$ cat src/design/tsrr_pkg.sv
// ============================================================================
// tsrr_pkg
// Shared constants, codes and types of the task slot round-robin scheduler.
// ============================================================================
`default_nettype none

package tsrr_pkg;

    // Table size and derived widths.
    localparam int NUM_SLOTS = 32;
    localparam int SLOT_W    = $clog2(NUM_SLOTS);
    localparam int CNT_W     = $clog2(NUM_SLOTS + 1);

    // Field widths of the request and response transactions.
    localparam int FUNC_W   = 2;
    localparam int IDX_W    = 5;
    localparam int TID_W    = 32;
    localparam int STATUS_W = 2;

    // Command queue between the front and back ends.
    localparam int QDEPTH = 2;
    localparam int QPTR_W = $clog2(QDEPTH);
    localparam int QCNT_W = $clog2(QDEPTH + 1);

    // Request function codes.
    localparam logic [FUNC_W-1:0] FUNC_ALLOC = 2'd0;
    localparam logic [FUNC_W-1:0] FUNC_SCHED = 2'd1;
    localparam logic [FUNC_W-1:0] FUNC_MARK  = 2'd2;

    typedef enum logic [1:0] {
        OP_ALLOC,
        OP_SCHED,
        OP_MARK,
        OP_NOP
    } t_op;

    typedef enum logic [1:0] {
        SLOT_FREE    = 2'd0,
        SLOT_NEW     = 2'd1,
        SLOT_READY   = 2'd2,
        SLOT_RUNNING = 2'd3
    } t_slot_st;

    typedef enum logic [STATUS_W-1:0] {
        ST_DONE     = 2'd0,
        ST_NO_FREE  = 2'd1,
        ST_NO_READY = 2'd2,
        ST_NOT_NEW  = 2'd3
    } t_status;

    // One classified command as it travels through the queue.
    typedef struct packed {
        t_op              op;
        logic [IDX_W-1:0] idx;
        logic             in_range;
    } t_cmd;

endpackage

`default_nettype wire

$ cat src/design/tsrr_req_if.sv
// ============================================================================
// tsrr_req_if
// Request channel: valid/ready handshake carrying function and slot index.
// ============================================================================
`default_nettype none

interface tsrr_req_if;
    logic                        valid;
    logic                        ready;
    logic [tsrr_pkg::FUNC_W-1:0] func;
    logic [tsrr_pkg::IDX_W-1:0]  slot_index;

    modport source (output valid, output func, output slot_index, input ready);
    modport sink   (input valid, input func, input slot_index, output ready);
endinterface

`default_nettype wire

$ cat src/design/tsrr_rsp_if.sv
// ============================================================================
// tsrr_rsp_if
// Response channel: valid/ready handshake carrying the result of one request.
// ============================================================================
`default_nettype none

interface tsrr_rsp_if;
    logic                          valid;
    logic                          ready;
    logic [tsrr_pkg::STATUS_W-1:0] status;
    logic [tsrr_pkg::IDX_W-1:0]    result_slot;
    logic [tsrr_pkg::TID_W-1:0]    thread_id;
    logic                          switched;

    modport source (output valid, output status, output result_slot,
                    output thread_id, output switched, input ready);
    modport sink   (input valid, input status, input result_slot,
                    input thread_id, input switched, output ready);
endinterface

`default_nettype wire

$ cat src/design/tsrr_ram.sv
// ============================================================================
// tsrr_ram
// Generic single-write, single-read RAM with registered read data.
// ============================================================================
`default_nettype none

module tsrr_ram #(
    parameter int WIDTH = 32,
    parameter int DEPTH = 32
) (
    input  wire logic                     i_clk,
    input  wire logic                     i_we,
    input  wire logic [$clog2(DEPTH)-1:0] i_waddr,
    input  wire logic [WIDTH-1:0]         i_wdata,
    input  wire logic                     i_re,
    input  wire logic [$clog2(DEPTH)-1:0] i_raddr,
    output logic      [WIDTH-1:0]         o_rdata
);

    logic [WIDTH-1:0] r_mem [DEPTH];

    always_ff @(posedge i_clk) begin
        if (i_we) begin
            r_mem[i_waddr] <= i_wdata;
        end
        if (i_re) begin
            o_rdata <= r_mem[i_raddr];
        end
    end

endmodule

`default_nettype wire

$ cat src/design/tsrr_front.sv
// ============================================================================
// tsrr_front
// Accepts requests, decodes them into commands and queues them for the back end.
// ============================================================================
`default_nettype none

module tsrr_front (
    input  wire logic           i_clk,
    input  wire logic           i_rst_n,
    tsrr_req_if.sink            i_req,
    output tsrr_pkg::t_cmd      o_cmd,
    output logic                o_cmd_valid,
    input  wire logic           i_cmd_pop
);

    tsrr_pkg::t_cmd                    r_mem [tsrr_pkg::QDEPTH];
    logic [tsrr_pkg::QPTR_W-1:0]       r_wptr, n_wptr;
    logic [tsrr_pkg::QPTR_W-1:0]       r_rptr, n_rptr;
    logic [tsrr_pkg::QCNT_W-1:0]       r_count, n_count;
    tsrr_pkg::t_cmd                    dec_cmd;
    logic                              push;
    logic                              pop;

    // Classify the incoming request.
    always_comb begin
        dec_cmd.idx      = i_req.slot_index;
        dec_cmd.in_range = (32'(i_req.slot_index) < tsrr_pkg::NUM_SLOTS);
        unique case (i_req.func)
            tsrr_pkg::FUNC_ALLOC: dec_cmd.op = tsrr_pkg::OP_ALLOC;
            tsrr_pkg::FUNC_SCHED: dec_cmd.op = tsrr_pkg::OP_SCHED;
            tsrr_pkg::FUNC_MARK:  dec_cmd.op = tsrr_pkg::OP_MARK;
            default:              dec_cmd.op = tsrr_pkg::OP_NOP;
        endcase
    end

    assign i_req.ready = (r_count != tsrr_pkg::QCNT_W'(tsrr_pkg::QDEPTH));
    assign push        = i_req.valid && i_req.ready;
    assign o_cmd_valid = (r_count != '0);
    assign pop         = i_cmd_pop && o_cmd_valid;
    assign o_cmd       = r_mem[r_rptr];

    always_comb begin
        n_wptr  = r_wptr;
        n_rptr  = r_rptr;
        n_count = r_count;
        if (push) begin
            n_wptr = (r_wptr == tsrr_pkg::QPTR_W'(tsrr_pkg::QDEPTH - 1)) ? '0 : r_wptr + 1'b1;
        end
        if (pop) begin
            n_rptr = (r_rptr == tsrr_pkg::QPTR_W'(tsrr_pkg::QDEPTH - 1)) ? '0 : r_rptr + 1'b1;
        end
        if (push && !pop) begin
            n_count = r_count + 1'b1;
        end else if (pop && !push) begin
            n_count = r_count - 1'b1;
        end
    end

    always_ff @(posedge i_clk) begin
        if (!i_rst_n) begin
            r_wptr  <= '0;
            r_rptr  <= '0;
            r_count <= '0;
        end else begin
            r_wptr  <= n_wptr;
            r_rptr  <= n_rptr;
            r_count <= n_count;
        end
        if (push) begin
            r_mem[r_wptr] <= dec_cmd;
        end
    end

    a_count_bound: assert property (@(posedge i_clk) disable iff (!i_rst_n)
        r_count <= tsrr_pkg::QCNT_W'(tsrr_pkg::QDEPTH))
        else $error("Command queue count exceeds its depth.");

endmodule

`default_nettype wire

$ cat src/design/tsrr_back.sv
// ============================================================================
// tsrr_back
// Executes queued commands against the slot table, one slot per cycle.
// ============================================================================
`default_nettype none

module tsrr_back (
    input  wire logic           i_clk,
    input  wire logic           i_rst_n,
    input  wire tsrr_pkg::t_cmd i_cmd,
    input  wire logic           i_cmd_valid,
    output logic                o_cmd_pop,
    tsrr_rsp_if.source          o_rsp
);

    typedef enum logic [1:0] {
        S_IDLE,
        S_EXEC,
        S_READ,
        S_DONE
    } t_state;

    localparam int SW = tsrr_pkg::SLOT_W;
    localparam int CW = tsrr_pkg::CNT_W;

    t_state                        r_state, n_state;
    tsrr_pkg::t_op                 r_op, n_op;
    logic [tsrr_pkg::IDX_W-1:0]    r_idx, n_idx;
    logic                          r_in_range, n_in_range;
    logic [SW-1:0]                 r_ptr, n_ptr;
    logic [CW-1:0]                 r_cnt, n_cnt;
    tsrr_pkg::t_slot_st            r_slot_state [tsrr_pkg::NUM_SLOTS];
    tsrr_pkg::t_slot_st            n_slot_state [tsrr_pkg::NUM_SLOTS];
    logic [SW-1:0]                 r_running_slot, n_running_slot;
    logic                          r_running_valid, n_running_valid;
    logic [tsrr_pkg::TID_W-1:0]    r_next_tid, n_next_tid;

    tsrr_pkg::t_status             r_res_status, n_res_status;
    logic [tsrr_pkg::IDX_W-1:0]    r_res_slot, n_res_slot;
    logic [tsrr_pkg::TID_W-1:0]    r_res_tid, n_res_tid;
    logic                          r_res_sw, n_res_sw;

    logic                          r_out_valid, n_out_valid;
    tsrr_pkg::t_status             r_out_status, n_out_status;
    logic [tsrr_pkg::IDX_W-1:0]    r_out_slot, n_out_slot;
    logic [tsrr_pkg::TID_W-1:0]    r_out_tid, n_out_tid;
    logic                          r_out_sw, n_out_sw;

    logic                          ram_we;
    logic [SW-1:0]                 ram_waddr;
    logic [tsrr_pkg::TID_W-1:0]    ram_wdata;
    logic                          ram_re;
    logic [SW-1:0]                 ram_raddr;
    logic [tsrr_pkg::TID_W-1:0]    ram_rdata;

    logic [SW-1:0]                 mark_slot;
    logic [SW-1:0]                 rd_addr;
    tsrr_pkg::t_slot_st            rd_st;
    logic                          last;
    logic [SW-1:0]                 ptr_inc;
    logic [SW-1:0]                 run_inc;

    tsrr_ram #(
        .WIDTH (tsrr_pkg::TID_W),
        .DEPTH (tsrr_pkg::NUM_SLOTS)
    ) u_tid_ram (
        .i_clk   (i_clk),
        .i_we    (ram_we),
        .i_waddr (ram_waddr),
        .i_wdata (ram_wdata),
        .i_re    (ram_re),
        .i_raddr (ram_raddr),
        .o_rdata (ram_rdata)
    );

    assign mark_slot = SW'(r_idx);
    assign rd_addr   = (r_op == tsrr_pkg::OP_MARK) ? mark_slot : r_ptr;
    assign rd_st     = r_slot_state[rd_addr];
    assign last      = (r_cnt == CW'(1));
    assign ptr_inc   = (r_ptr == SW'(tsrr_pkg::NUM_SLOTS - 1)) ? '0 : r_ptr + 1'b1;
    assign run_inc   = (r_running_slot == SW'(tsrr_pkg::NUM_SLOTS - 1)) ? '0
                                                                         : r_running_slot + 1'b1;

    assign o_rsp.valid       = r_out_valid;
    assign o_rsp.status      = r_out_status;
    assign o_rsp.result_slot = r_out_slot;
    assign o_rsp.thread_id   = r_out_tid;
    assign o_rsp.switched    = r_out_sw;

    always_comb begin
        n_state         = r_state;
        n_op            = r_op;
        n_idx           = r_idx;
        n_in_range      = r_in_range;
        n_ptr           = r_ptr;
        n_cnt           = r_cnt;
        n_slot_state    = r_slot_state;
        n_running_slot  = r_running_slot;
        n_running_valid = r_running_valid;
        n_next_tid      = r_next_tid;
        n_res_status    = r_res_status;
        n_res_slot      = r_res_slot;
        n_res_tid       = r_res_tid;
        n_res_sw        = r_res_sw;
        n_out_valid     = r_out_valid;
        n_out_status    = r_out_status;
        n_out_slot      = r_out_slot;
        n_out_tid       = r_out_tid;
        n_out_sw        = r_out_sw;
        o_cmd_pop       = 1'b0;
        ram_we          = 1'b0;
        ram_waddr       = r_ptr;
        ram_wdata       = r_next_tid;
        ram_re          = 1'b0;
        ram_raddr       = r_ptr;

        if (r_out_valid && o_rsp.ready) begin
            n_out_valid = 1'b0;
        end

        unique case (r_state)
            S_IDLE: begin
                if (i_cmd_valid) begin
                    o_cmd_pop  = 1'b1;
                    n_op       = i_cmd.op;
                    n_idx      = i_cmd.idx;
                    n_in_range = i_cmd.in_range;
                    // With a task running, a schedule scans the other slots, starting after the running one.
                    if (i_cmd.op == tsrr_pkg::OP_SCHED && r_running_valid) begin
                        n_ptr = run_inc;
                        n_cnt = CW'(tsrr_pkg::NUM_SLOTS - 1);
                    end else begin
                        n_ptr = '0;
                        n_cnt = CW'(tsrr_pkg::NUM_SLOTS);
                    end
                    n_state = S_EXEC;
                end
            end

            S_EXEC: begin
                unique case (r_op)
                    tsrr_pkg::OP_ALLOC: begin
                        if (rd_st == tsrr_pkg::SLOT_FREE) begin
                            n_slot_state[r_ptr] = tsrr_pkg::SLOT_NEW;
                            ram_we       = 1'b1;
                            n_res_status = tsrr_pkg::ST_DONE;
                            n_res_slot   = tsrr_pkg::IDX_W'(r_ptr);
                            n_res_tid    = r_next_tid;
                            n_res_sw     = 1'b0;
                            n_next_tid   = r_next_tid + 1'b1;
                            n_state      = S_DONE;
                        end else if (last) begin
                            n_res_status = tsrr_pkg::ST_NO_FREE;
                            n_res_slot   = '0;
                            n_res_tid    = '0;
                            n_res_sw     = 1'b0;
                            n_state      = S_DONE;
                        end else begin
                            n_ptr = ptr_inc;
                            n_cnt = r_cnt - 1'b1;
                        end
                    end
                    tsrr_pkg::OP_SCHED: begin
                        if (rd_st == tsrr_pkg::SLOT_READY) begin
                            if (r_running_valid) begin
                                n_slot_state[r_running_slot] = tsrr_pkg::SLOT_READY;
                            end
                            n_slot_state[r_ptr] = tsrr_pkg::SLOT_RUNNING;
                            n_running_slot  = r_ptr;
                            n_running_valid = 1'b1;
                            n_res_status    = tsrr_pkg::ST_DONE;
                            n_res_slot      = tsrr_pkg::IDX_W'(r_ptr);
                            n_res_sw        = 1'b1;
                            ram_re          = 1'b1;
                            ram_raddr       = r_ptr;
                            n_state         = S_READ;
                        end else if (last) begin
                            n_res_status = tsrr_pkg::ST_NO_READY;
                            n_res_sw     = 1'b0;
                            if (r_running_valid) begin
                                // The current task keeps running and is reported.
                                n_res_slot = tsrr_pkg::IDX_W'(r_running_slot);
                                ram_re     = 1'b1;
                                ram_raddr  = r_running_slot;
                                n_state    = S_READ;
                            end else begin
                                n_res_slot = '0;
                                n_res_tid  = '0;
                                n_state    = S_DONE;
                            end
                        end else begin
                            n_ptr = ptr_inc;
                            n_cnt = r_cnt - 1'b1;
                        end
                    end
                    tsrr_pkg::OP_MARK: begin
                        n_res_slot = r_idx;
                        n_res_sw   = 1'b0;
                        if (r_in_range && rd_st == tsrr_pkg::SLOT_NEW) begin
                            n_slot_state[mark_slot] = tsrr_pkg::SLOT_READY;
                            n_res_status = tsrr_pkg::ST_DONE;
                            ram_re       = 1'b1;
                            ram_raddr    = mark_slot;
                            n_state      = S_READ;
                        end else begin
                            n_res_status = tsrr_pkg::ST_NOT_NEW;
                            n_res_tid    = '0;
                            n_state      = S_DONE;
                        end
                    end
                    tsrr_pkg::OP_NOP: begin
                        n_res_status = tsrr_pkg::ST_DONE;
                        n_res_slot   = '0;
                        n_res_tid    = '0;
                        n_res_sw     = 1'b0;
                        n_state      = S_DONE;
                    end
                endcase
            end

            S_READ: begin
                n_res_tid = ram_rdata;
                n_state   = S_DONE;
            end

            S_DONE: begin
                if (!r_out_valid || o_rsp.ready) begin
                    n_out_valid  = 1'b1;
                    n_out_status = r_res_status;
                    n_out_slot   = r_res_slot;
                    n_out_tid    = r_res_tid;
                    n_out_sw     = r_res_sw;
                    n_state      = S_IDLE;
                end
            end
        endcase
    end

    always_ff @(posedge i_clk) begin
        if (!i_rst_n) begin
            r_state         <= S_IDLE;
            r_op            <= tsrr_pkg::OP_NOP;
            r_cnt           <= '0;
            r_running_slot  <= '0;
            r_running_valid <= 1'b0;
            r_next_tid      <= tsrr_pkg::TID_W'(1);
            r_out_valid     <= 1'b0;
            for (int i = 0; i < tsrr_pkg::NUM_SLOTS; i++) begin
                r_slot_state[i] <= tsrr_pkg::SLOT_FREE;
            end
        end else begin
            r_state         <= n_state;
            r_op            <= n_op;
            r_cnt           <= n_cnt;
            r_running_slot  <= n_running_slot;
            r_running_valid <= n_running_valid;
            r_next_tid      <= n_next_tid;
            r_out_valid     <= n_out_valid;
            r_slot_state    <= n_slot_state;
        end
        r_idx        <= n_idx;
        r_in_range   <= n_in_range;
        r_ptr        <= n_ptr;
        r_res_status <= n_res_status;
        r_res_slot   <= n_res_slot;
        r_res_tid    <= n_res_tid;
        r_res_sw     <= n_res_sw;
        r_out_status <= n_out_status;
        r_out_slot   <= n_out_slot;
        r_out_tid    <= n_out_tid;
        r_out_sw     <= n_out_sw;
    end

    a_running_marked: assert property (@(posedge i_clk) disable iff (!i_rst_n)
        r_running_valid |-> r_slot_state[r_running_slot] == tsrr_pkg::SLOT_RUNNING)
        else $error("Running slot is not marked running in the table.");

    a_switch_is_done: assert property (@(posedge i_clk) disable iff (!i_rst_n)
        (r_out_valid && r_out_sw) |-> r_out_status == tsrr_pkg::ST_DONE)
        else $error("Task switch reported with an error status.");

    a_load_from_done: assert property (@(posedge i_clk) disable iff (!i_rst_n)
        $rose(r_out_valid) |-> $past(r_state == S_DONE))
        else $error("Response register loaded outside the completion state.");

endmodule

`default_nettype wire

$ cat src/design/task_slot_round_robin_scheduler.sv
// ============================================================================
// task_slot_round_robin_scheduler
// Task slot table with allocate, mark-ready and round-robin schedule requests.
// ============================================================================
// The back end takes one request at a time from the command queue; its slot
// scan visits one slot per cycle, and the result passes through the result
// registers into the response register. Two more requests can wait in the
// command queue meanwhile.
// Reset (synchronous, active low) frees every slot, clears the running task
// and sets the thread id counter to one; there is no clearing pass.
`default_nettype none

module task_slot_round_robin_scheduler (
    input  wire logic   i_clk,
    input  wire logic   i_rst_n,
    tsrr_req_if.sink    i_req,
    tsrr_rsp_if.source  o_rsp
);

    // Commands travel from the decoding front end to the executing back end
    // through a small queue, so requests keep being accepted during a scan
    // until the queue is full.
    tsrr_pkg::t_cmd cmd;
    logic           cmd_valid;
    logic           cmd_pop;

    // The front end takes each request transaction, classifies the function
    // code and checks the slot index against the table size.
    tsrr_front u_front (
        .i_clk       (i_clk),
        .i_rst_n     (i_rst_n),
        .i_req       (i_req),
        .o_cmd       (cmd),
        .o_cmd_valid (cmd_valid),
        .i_cmd_pop   (cmd_pop)
    );

    // The back end owns the slot states, the thread id memory, the running
    // task and the id counter. It walks the table one slot per cycle and
    // leaves each result in a response register, which is taken as a
    // response transaction while the next command may already be scanning.
    tsrr_back u_back (
        .i_clk       (i_clk),
        .i_rst_n     (i_rst_n),
        .i_cmd       (cmd),
        .i_cmd_valid (cmd_valid),
        .o_cmd_pop   (cmd_pop),
        .o_rsp       (o_rsp)
    );

endmodule

`default_nettype wire

$ cat src/flat_wrapper.sv
// flat-port wrapper written by rule: the top's interface ports become plain ports
module task_slot_round_robin_scheduler_flat 
  (i_clk, i_rst_n, i_req_valid, i_req_func, i_req_slot_index, i_req_ready, o_rsp_valid, o_rsp_status, o_rsp_result_slot, o_rsp_thread_id, o_rsp_switched, o_rsp_ready);
  tsrr_req_if i_req_i ();
  tsrr_rsp_if o_rsp_i ();
  input  wire logic i_clk;
  input  wire logic i_rst_n;
  input wire logic [$bits(i_req_i.valid)-1:0] i_req_valid;
  input wire logic [$bits(i_req_i.func)-1:0] i_req_func;
  input wire logic [$bits(i_req_i.slot_index)-1:0] i_req_slot_index;
  output wire logic [$bits(i_req_i.ready)-1:0] i_req_ready;
  output wire logic [$bits(o_rsp_i.valid)-1:0] o_rsp_valid;
  output wire logic [$bits(o_rsp_i.status)-1:0] o_rsp_status;
  output wire logic [$bits(o_rsp_i.result_slot)-1:0] o_rsp_result_slot;
  output wire logic [$bits(o_rsp_i.thread_id)-1:0] o_rsp_thread_id;
  output wire logic [$bits(o_rsp_i.switched)-1:0] o_rsp_switched;
  input wire logic [$bits(o_rsp_i.ready)-1:0] o_rsp_ready;
  assign i_req_i.valid = i_req_valid;
  assign i_req_i.func = i_req_func;
  assign i_req_i.slot_index = i_req_slot_index;
  assign i_req_ready = i_req_i.ready;
  assign o_rsp_valid = o_rsp_i.valid;
  assign o_rsp_status = o_rsp_i.status;
  assign o_rsp_result_slot = o_rsp_i.result_slot;
  assign o_rsp_thread_id = o_rsp_i.thread_id;
  assign o_rsp_switched = o_rsp_i.switched;
  assign o_rsp_i.ready = o_rsp_ready;
  task_slot_round_robin_scheduler u_core (.i_clk(i_clk), .i_rst_n(i_rst_n), .i_req(i_req_i), .o_rsp(o_rsp_i));
endmodule
$ cat config.mk
export PLATFORM = sky130hd
export DESIGN_NAME = task_slot_round_robin_scheduler_flat
export DESIGN_NICKNAME = d
export VERILOG_FILES = /design/src/design/tsrr_pkg.sv /design/src/design/tsrr_req_if.sv /design/src/design/tsrr_rsp_if.sv /design/src/design/tsrr_ram.sv /design/src/design/tsrr_front.sv /design/src/design/tsrr_back.sv /design/src/design/task_slot_round_robin_scheduler.sv /design/src/flat_wrapper.sv
export SDC_FILE = /design/constraint.sdc
export NUM_CORES = 1
export LEC_CHECK = 0
export BUFFER_PORTS_ARGS = -buffer_cell sky130_fd_sc_hd__clkbuf_2
export CORE_MARGIN = 10
export CORE_UTILIZATION = 40
export CTS_BUF_LIST = sky130_fd_sc_hd__clkbuf_8
export DETAILED_ROUTE_END_ITERATION = 16
export GPL_ROUTABILITY_DRIVEN = 1
export MAX_ROUTING_LAYER = met4
export PLACE_DENSITY = 0.54
export SLEW_MARGIN = 30
export SYNTH_ARGS = -nofsm -noshare
export SYNTH_HDL_FRONTEND = slang
export SYNTH_SLANG_ARGS = --single-unit
$ cat constraint.sdc
create_clock -name i_clk -period 18 [get_ports i_clk]
set_input_delay 1.8 -clock i_clk [delete_from_list [all_inputs] [get_ports i_clk]]
set_output_delay 1.8 -clock i_clk [all_outputs]
set_load 0.1 [all_outputs]
## Word level (Yosys, flattened, before mapping)

Memory sizes are Yosys's and may differ from the RTL's. A register that Yosys moved wholly into a read port is not among the register bits.
Index checks and enable logic that the tools add are counted.
Widths: inputs -> output; s select.

| storage, ports and cells | value |
|---|---|
| bits of input ports | 11 |
| memory bits (writable) | 1038 |
| bits in registers | 208 |
| output and inout bits | 42 |
| bits in read-only memories | 0 |
| memories | 2 |
| bits in latches | 0 |
| word-level logic and storage cells | 246 |

| cells by class | value |
|---|---|
| bitwise logic cells | 14 |
| shifts and indexed selects | 0 |
| $mul | 0 |
| mux-type cells | 99 |
| $lt $le $gt $ge | 7 |
| $add $sub $neg | 8 |
| div/mod/pow operators | 0 |
| equality and inequality tests | 30 |
| reduce and logical (&&, ||, !) cells | 33 |

Memory list:

| memory | words | width | rd ports | clocked after memory_dff | write ports | line | RTL |
|---|---|---|---|---|---|---|---|
| u_core.u_back.u_tid_ram.r_mem | 32 | 32 | 1 | 1 | 1 | tsrr_ram.sv:20 | `logic [WIDTH-1:0] r_mem [DEPTH];` |
| u_core.u_front.r_mem | 2 | 7 | 1 | 1 | 1 | tsrr_front.sv:16 | `tsrr_pkg::t_cmd r_mem [tsrr_pkg::QDEPTH];` |

Operator list:

| cell | number |
|---|---|
| $mux 64 | 7 |
| $mux 32 | 6 |
| $pmux 64 s3 | 1 |
| $pmux 32 s4 | 1 |
| $and 32x32->32 | 3 |
| $not 32->32 | 3 |
| $or 32x32->32 | 3 |
| $mux 5 | 18 |
| $or 64x64->64 | 1 |
| $pmux 32 s2 | 1 |
| $mux 2 | 18 |
| $add 32x1->32 const B | 1 |
| $demux 2 s5 | 3 |
| $mux 6 | 5 |
| $pmux 5 s2 | 3 |
| $mux 1 | 26 |
| $ge 6x6->1 const B | 4 |
| $not 5->6 | 4 |
| $pmux 2 s4 | 3 |
| $pmux 6 s2 | 2 |
| $ne 3x3->1 const B | 7 |
| $pmux 5 s4 | 1 |
| $lt 6x1->1 const B | 3 |
| $eq 2x2->1 const B | 6 |
| other kinds (28) | 61 |

## Depth between registers and ports, before layout

| depth | value |
|---|---|
| depth in word-level cells | 14 |
| depth in mapped cells | 21 |

## By module

From an unflattened synthesis, not the netlist that was laid out.

| second synthesis, totals | value |
|---|---|
| cells, all modules | 3623 |
| area total of the unflattened synthesis | 53154.7 um^2 |

Modules (own cells, without submodules):

| module | area each (um^2) | cells an instance | instances |
|---|---|---|---|
| tsrr_ram | 40805.4 | 2260 | 1 |
| tsrr_back | 11583.6 | 1313 | 1 |
| tsrr_front | 765.7 | 50 | 1 |

## Least setup slack after synthesis

OpenSTA, ideal clock, no wires.

| timing | value |
|---|---|
| kind | register to register |
| from | register u_core.u_back.r_op[0] |
| to | memory u_core.u_back.u_tid_ram.r_mem[19][0], enable pin |
| slack | 12360 ps |
| stages on the path, launching flop included | 14 |
| period minus slack after synthesis | 5640 ps |
| data arrival time | 5179 ps |
| cell sequence | dfxtp_1 inv_1 ha_1 buf_4 mux2i_4 buf_6 mux4_2 nand2_1 nand4_2 nor3b_1 o21a_1 clkbuf_1 nand2_1 nor3_1 |

| between the ends | value |
|---|---|
| cells in the longest elaborated chain, start to end | 12 |
| elaborated cells between the ends (all ways) | 13 |
| those cells by class | 1 x eq/ne; 9 x mux; 1 x bitwise; 2 x reduce/logical |

Ends and longest elaborated chain:

| element | line | RTL |
|---|---|---|
| from (decl) | tsrr_back.sv:27 | `tsrr_pkg::t_op r_op, n_op;` |
| from (signal assigned) | tsrr_back.sv:242 | `r_op <= tsrr_pkg::OP_NOP;` |
| from (signal assigned) | tsrr_back.sv:253 | `r_op <= n_op;` |
| $eq 2x2->1 | tsrr_back.sv:77 | `assign rd_addr = (r_op == tsrr_pkg::OP_MARK) ? mark_slot : r_ptr;` |
| $mux 5 | tsrr_back.sv:77 |  |
| $not 5->6 (not written as such) | tsrr_back.sv:78 | `assign rd_st = r_slot_state[rd_addr];` |
| $bmux 2 s5 | tsrr_back.sv:78 |  |
| $mux 2 (not written as such) (2 in series) | tsrr_back.sv:78 |  |
| $logic_not 2->1 | tsrr_back.sv:143 | `if (rd_st == tsrr_pkg::SLOT_FREE) begin` |
| $mux 1 | tsrr_back.sv:143 |  |
| $mux 1 * | tsrr_back.sv:141 | `unique case (r_op)` |
| $mux 1 * | tsrr_back.sv:121 | `unique case (r_state)` |
| $mux 1 * | tsrr_ram.sv:23 | `if (i_we) begin` |
| $mux 1 (not written as such) * | tsrr_ram.sv:24 | `r_mem[i_waddr] <= i_wdata;` |
| to (decl) | tsrr_ram.sv:20 |  |

Every way passes the cells marked *; elsewhere a longest branch is shown, timed or not. The select of a mux whose other input is x is not followed.

## Final worst setup path

| timing | value |
|---|---|
| from | register u_core.u_back.r_op[0] |
| to | register u_core.u_back.u_tid_ram.o_rdata[25] (read register of u_core.u_back.u_tid_ram.r_mem) (data pin) |

| between the ends | value |
|---|---|
| cells in the longest elaborated chain, start to end | 11 |
| elaborated cells between the ends (all ways) | 18 |
| those cells by class | 4 x eq/ne; 12 x mux; 1 x bitwise; 1 x reduce/logical |

Ends and longest elaborated chain:

| element | line | RTL |
|---|---|---|
| $eq 2x2->1 | tsrr_back.sv:77, tsrr_back.sv:141 |  |
| $mux 5 | tsrr_back.sv:77 |  |
| $not 5->6 (not written as such) | tsrr_back.sv:78 |  |
| $bmux 2 s5 | tsrr_back.sv:78 |  |
| $mux 2 (not written as such) (2 in series) | tsrr_back.sv:78 |  |
| $eq 2x1->1 | tsrr_back.sv:199 | `if (r_in_range && rd_st == tsrr_pkg::SLOT_NEW) begin` |
| $logic_and 1x1->1 | tsrr_back.sv:199 |  |
| $mux 5 or $mux 1 (tied branches) | tsrr_back.sv:199 |  |
| $pmux 5 s2 or $pmux 1 s2 (tied branches) | tsrr_back.sv:141 |  |
| $mux 5 or $mux 1 (tied branches) | tsrr_back.sv:121 |  |
| to (decl) | tsrr_ram.sv:17 | `output logic [WIDTH-1:0] o_rdata` |

Several ways; a longest one is shown, not always the timed one. The select of a mux whose other input is x is not followed.
A chain may end at the register's enable or synchronous reset.

==> impl_metrics.json <==
{
  "status": "finished clean",
  "drcViolationCount": 0,
  "met1_usage_pct": 29.5,
  "gp_congestion": 0.904,
  "switching_power_mw": 3.13,
  "clkPwrFrac_pct": 28.9,
  "cts_tree": "yes",
  "fin_crit_ps": 8040,
  "muxShareOfSynthArea_pct": 1.07,
  "drt-total-wl_um": 163000,
  "seqPwrFrac_pct": 41.4,
  "wl_per_cell_um": 25.4,
  "cp_slowest_cell": "buf_4",
  "ios": 53,
  "seq_area_um2": 37200,
  "final_util_pct": 45.1,
  "ys_ff_latch": 1278,
  "cap_violations": 0,
  "worstPathArrival_ps": 8810,
  "met2_usage_pct": 34.3,
  "synth_edf_count": 1160,
  "synth_area_per_cell_um2": 11.9,
  "die_h_um": 383,
  "ant_nets": 0,
  "p_leak_nw": 19.0,
  "power_mw": 8.30,
  "path_buf_inv": 5,
  "fin_crit_sh_pct": 44.7,
  "vias": 36000,
  "hold_violations": 0,
  "clkSinkCount": 1278,
  "synthDistinctLibCells": 70,
  "clockBufferDepth": 3,
  "grt_pass1_vias": 34400,
  "start_util_pct": 40.2,
  "relSlewSlack_pct": 28.2,
  "critical_path_required_ps": 18770,
  "async_reset_ff_share_pct": 0,
  "clock_latency_ps": 960,
  "crit_type": "reg -> reg",
  "cts_buffers": 208,
  "dieWidth_um": 383,
  "grt_use_met3_pct": 4.19,
  "ys_warn_count": 0,
  "synth.yosys.seq_area_share_pct": 70.5,
  "dp_hpwl_um": 81600,
  "drt_iter0_markers": 4117,
  "via_per_inst": 5.60,
  "p_int_mw": 5.17,
  "synth_top_family_by_area": "simple AND/OR/NAND/NOR gates",
  "rsz0062_at_grt": "no",
  "skew_ps": 63.1,
  "grt_overflow": 0,
  "combPwrFrac_pct": 29.7,
  "grt_util_all_layers_pct": 22.3,
  "path_clk_slew_ps": 60,
  "ctsHoldBuffers": 0,
  "grt_antenna_before_repair": 4,
  "synthAdderAreaFrac_pct": 0.522,
  "max_stage_delay_ps": 820,
  "multi_input_area_um2": 14600,
  "setup_violations": 0,
  "synth-compound-area-share_pct": 7.84,
  "nets": 4542,
  "p_sw_share_pct": 37.7,
  "grt_max_degree": 181,
  "h-tree-depth": 4,
  "start_kind": "flop",
  "nFillCells": 12000,
  "postCtsSetupBuffers": 0,
  "drive_above_1_share_pct": 11.9,
  "drtPass1Iterations": 6,
  "core_um2": 131000,
  "tightest_slew_ps": 1080,
  "worstPathCellList": "inv_1, ha_2, buf_4, mux2i_4, mux4_2, nand2_1, nand4_2, o21a_1, nor4_1, a2111o_2, buf_4, buf_6, buf_4, nor2_1, nor2_1, o22ai_1, or4_1, nor4_1",
  "tns_ps": 0,
  "dieArea_um2": 147000,
  "port_buffers": 52,
  "power_per_cell_area_nw_per_um2": 140,
  "synth.cell_area_um2": 52800,
  "cp-end-kind": "flop",
  "syn-num-nets": 4461,
  "std_cell_rows": 133,
  "busiest_layer": "met2",
  "cts_root_buf": "clkbuf_8",
  "cts_resized": 0,
  "cpMostUsedCell": "buf_4",
  "grt_pass1_wl_um": 237000,
  "fmax_mhz": 124,
  "slew_violations": 0,
  "synthXorXnorAreaFrac_pct": 0.614,
  "cp_top_family": "buffers and inverters",
  "ys.flop_type": "edfxtp_1",
  "synth_cells": 4428,
  "peakVddDrop_mv": 0.142,
  "synthSimpleGateAreaFrac_pct": 16.9,
  "holdCritPathClass": "reg -> reg",
  "crit_fanout": 86,
  "area_growth_pct": 12.3
}
cell families (layout without fill, tap and decap cells):
family / after synthesis / count (layout)
buffers and inverters: 315 / 568
AOI/OAI and AO/OA: 635 / 635
and+or+nand+nor: 2108 / 2108
muxes: 33 / 33
xor gates and xnor gates: 37 / 37
other: 0 / 2
adders and majority gates: 22 / 22
DFF: 1278 / 1278
power by group through the flow:
| stage | Sequential, mW | Combinational, mW | Clock [mW] |
|---|---|---|---|
| finish | 3.43 | 2.47 | 2.40 |
| global route | 3.44 | 2.67 | 2.57 |
| CTS | 3.43 | 2.44 | 2.45 |
| detailed placement | 3.49 | 2.43 | 0 |
| global placement | 3.49 | 2.41 | 0 |
| floorplan | 3.49 | 1.64 | 0 |
cell usage in the layout (no fill, tap or decap), drive strengths merged, types with 36 or more instances in the layout:
cell	Yosys	final
dfxtp	118	118
nor2	919	919
nand3	237	237
nor4	36	36
o22ai	136	136
edfxtp	1160	1160
and3	50	50
and2	51	51
clkbuf	162	268
clkinv	1	53
a31oi	50	50
o21ai	144	144
a21oi	135	135
nand2	706	706
inv	24	129
buf	128	110
a311oi	62	62
state kept, by name, indices dropped and copies added (netlist names), named ones only:
signal	flops
u_core.u_back.r_slot_state	64
u_core.u_front.r_mem	14
u_core.u_back.o_rsp.status	2
u_core.u_back.r_res_status	2
u_core.u_back.r_res_slot	5
u_core.u_back.r_state	2
u_core.u_back.u_tid_ram.r_mem	1024
u_core.u_back.r_res_sw	1
u_core.u_back.r_running_valid	1
u_core.u_back.o_rsp.result_slot	5
u_core.u_back.o_rsp.valid	1
u_core.u_back.o_rsp.thread_id	32
u_core.u_back.u_tid_ram.o_rdata	32
u_core.u_back.r_next_tid	32
u_core.u_front.r_wptr	1
u_core.u_back.r_ptr	5
u_core.u_back.o_rsp.switched	1
u_core.u_front.r_count	2
u_core.u_front.r_rptr	1
u_core.u_back.mark_slot	5
u_core.u_back.r_res_tid	32
u_core.u_back.r_op	2
u_core.u_back.r_running_slot	5
u_core.u_back.r_cnt	6
Yosys cell counts (9+ instances only):
library cell  count  area (um^2)
a21oi_1         135          676
a311oi_1         62          543
a31o_2           10         87.6
a31oi_1          50          313
and2_1           51          319
and3_1           50          313
buf_1            20         75.1
buf_2            93          465
buf_4            14          105
clkbuf_1        162          608
dfxtp_1         118         2360
edfxtp_1       1160        34800
ha_1             22          275
inv_1            24         90.1
mux2i_1           9         90.1
mux4_2           16          360
nand2_1         706         2650
nand2b_1         10         62.6
nand3_1         237         1190
nor2_1          919         3450
nor2b_1          17          106
nor3_1            9         45.0
nor4_1           36          225
o21ai_0         143          716
o221a_2          30          338
o22ai_1         136          851
o311a_1           9         90.1
or4_1            31          233
xnor2_1          31          272
per-stage QoR:
stage | hold WS (ps) | setup slack, ps | area, um^2 | cells
2_1_floorplan | 400 | 12360 | 52800 | 4428
6_report | 397 | 9960 | 59200 | 6438
3_5_place_dp | 405 | 9450 | 55200 | 6050
3_3_place_gp | 403 | 9650 | 55200 | 6049
5_1_grt | 420 | 9250 | 59200 | 6438
4_1_cts | 405 | 9420 | 59100 | 6432
worst paths after layout:
| kind | from | to | slack [ps] | depth (start not counted) |
|---|---|---|---|---|
| setup / recovery | u_core.u_back.r_op[0]$_SDFFE_PN1P_ | u_core.u_back.u_tid_ram.o_rdata[25]$_DFFE_PP_ | 9960 | 18 |
| hold / removal | u_core.u_back.r_res_tid[1]$_DFFE_PP_ | u_core.u_back.o_rsp.thread_id[1]$_DFFE_PP_ | 400 | 0 |
| setup reg to reg | u_core.u_back.r_op[0]$_SDFFE_PN1P_ | u_core.u_back.u_tid_ram.o_rdata[25]$_DFFE_PP_ | 9960 | 18 |
| hold reg to reg | u_core.u_back.r_res_tid[1]$_DFFE_PP_ | u_core.u_back.o_rsp.thread_id[1]$_DFFE_PP_ | 400 | 0 |
layout make-up:
cell class / instances / share of cell area, %
Sequential cell: 1278 / 62.8
Multi-Input combinational cell: 2835 / 24.7
Clock buffer: 217 / 5.04
Tap cell: 1755 / 3.71
Timing Repair Buffer: 161 / 2.04
Clock inverter: 165 / 1.57
Inverter: 25 / 0.158
Antenna cell: 2 / 0.00845
layer usage:
metal	part of all wire, %	wire length (um)	vias to the layer above
met5	0	0	-
met4	3.4	5510	0
met3	8.2	13400	315
met2	46	75300	1635
met1	42	69100	17900
li1	-	-	16200
Note: power is estimated with default switching activity, not from simulation.
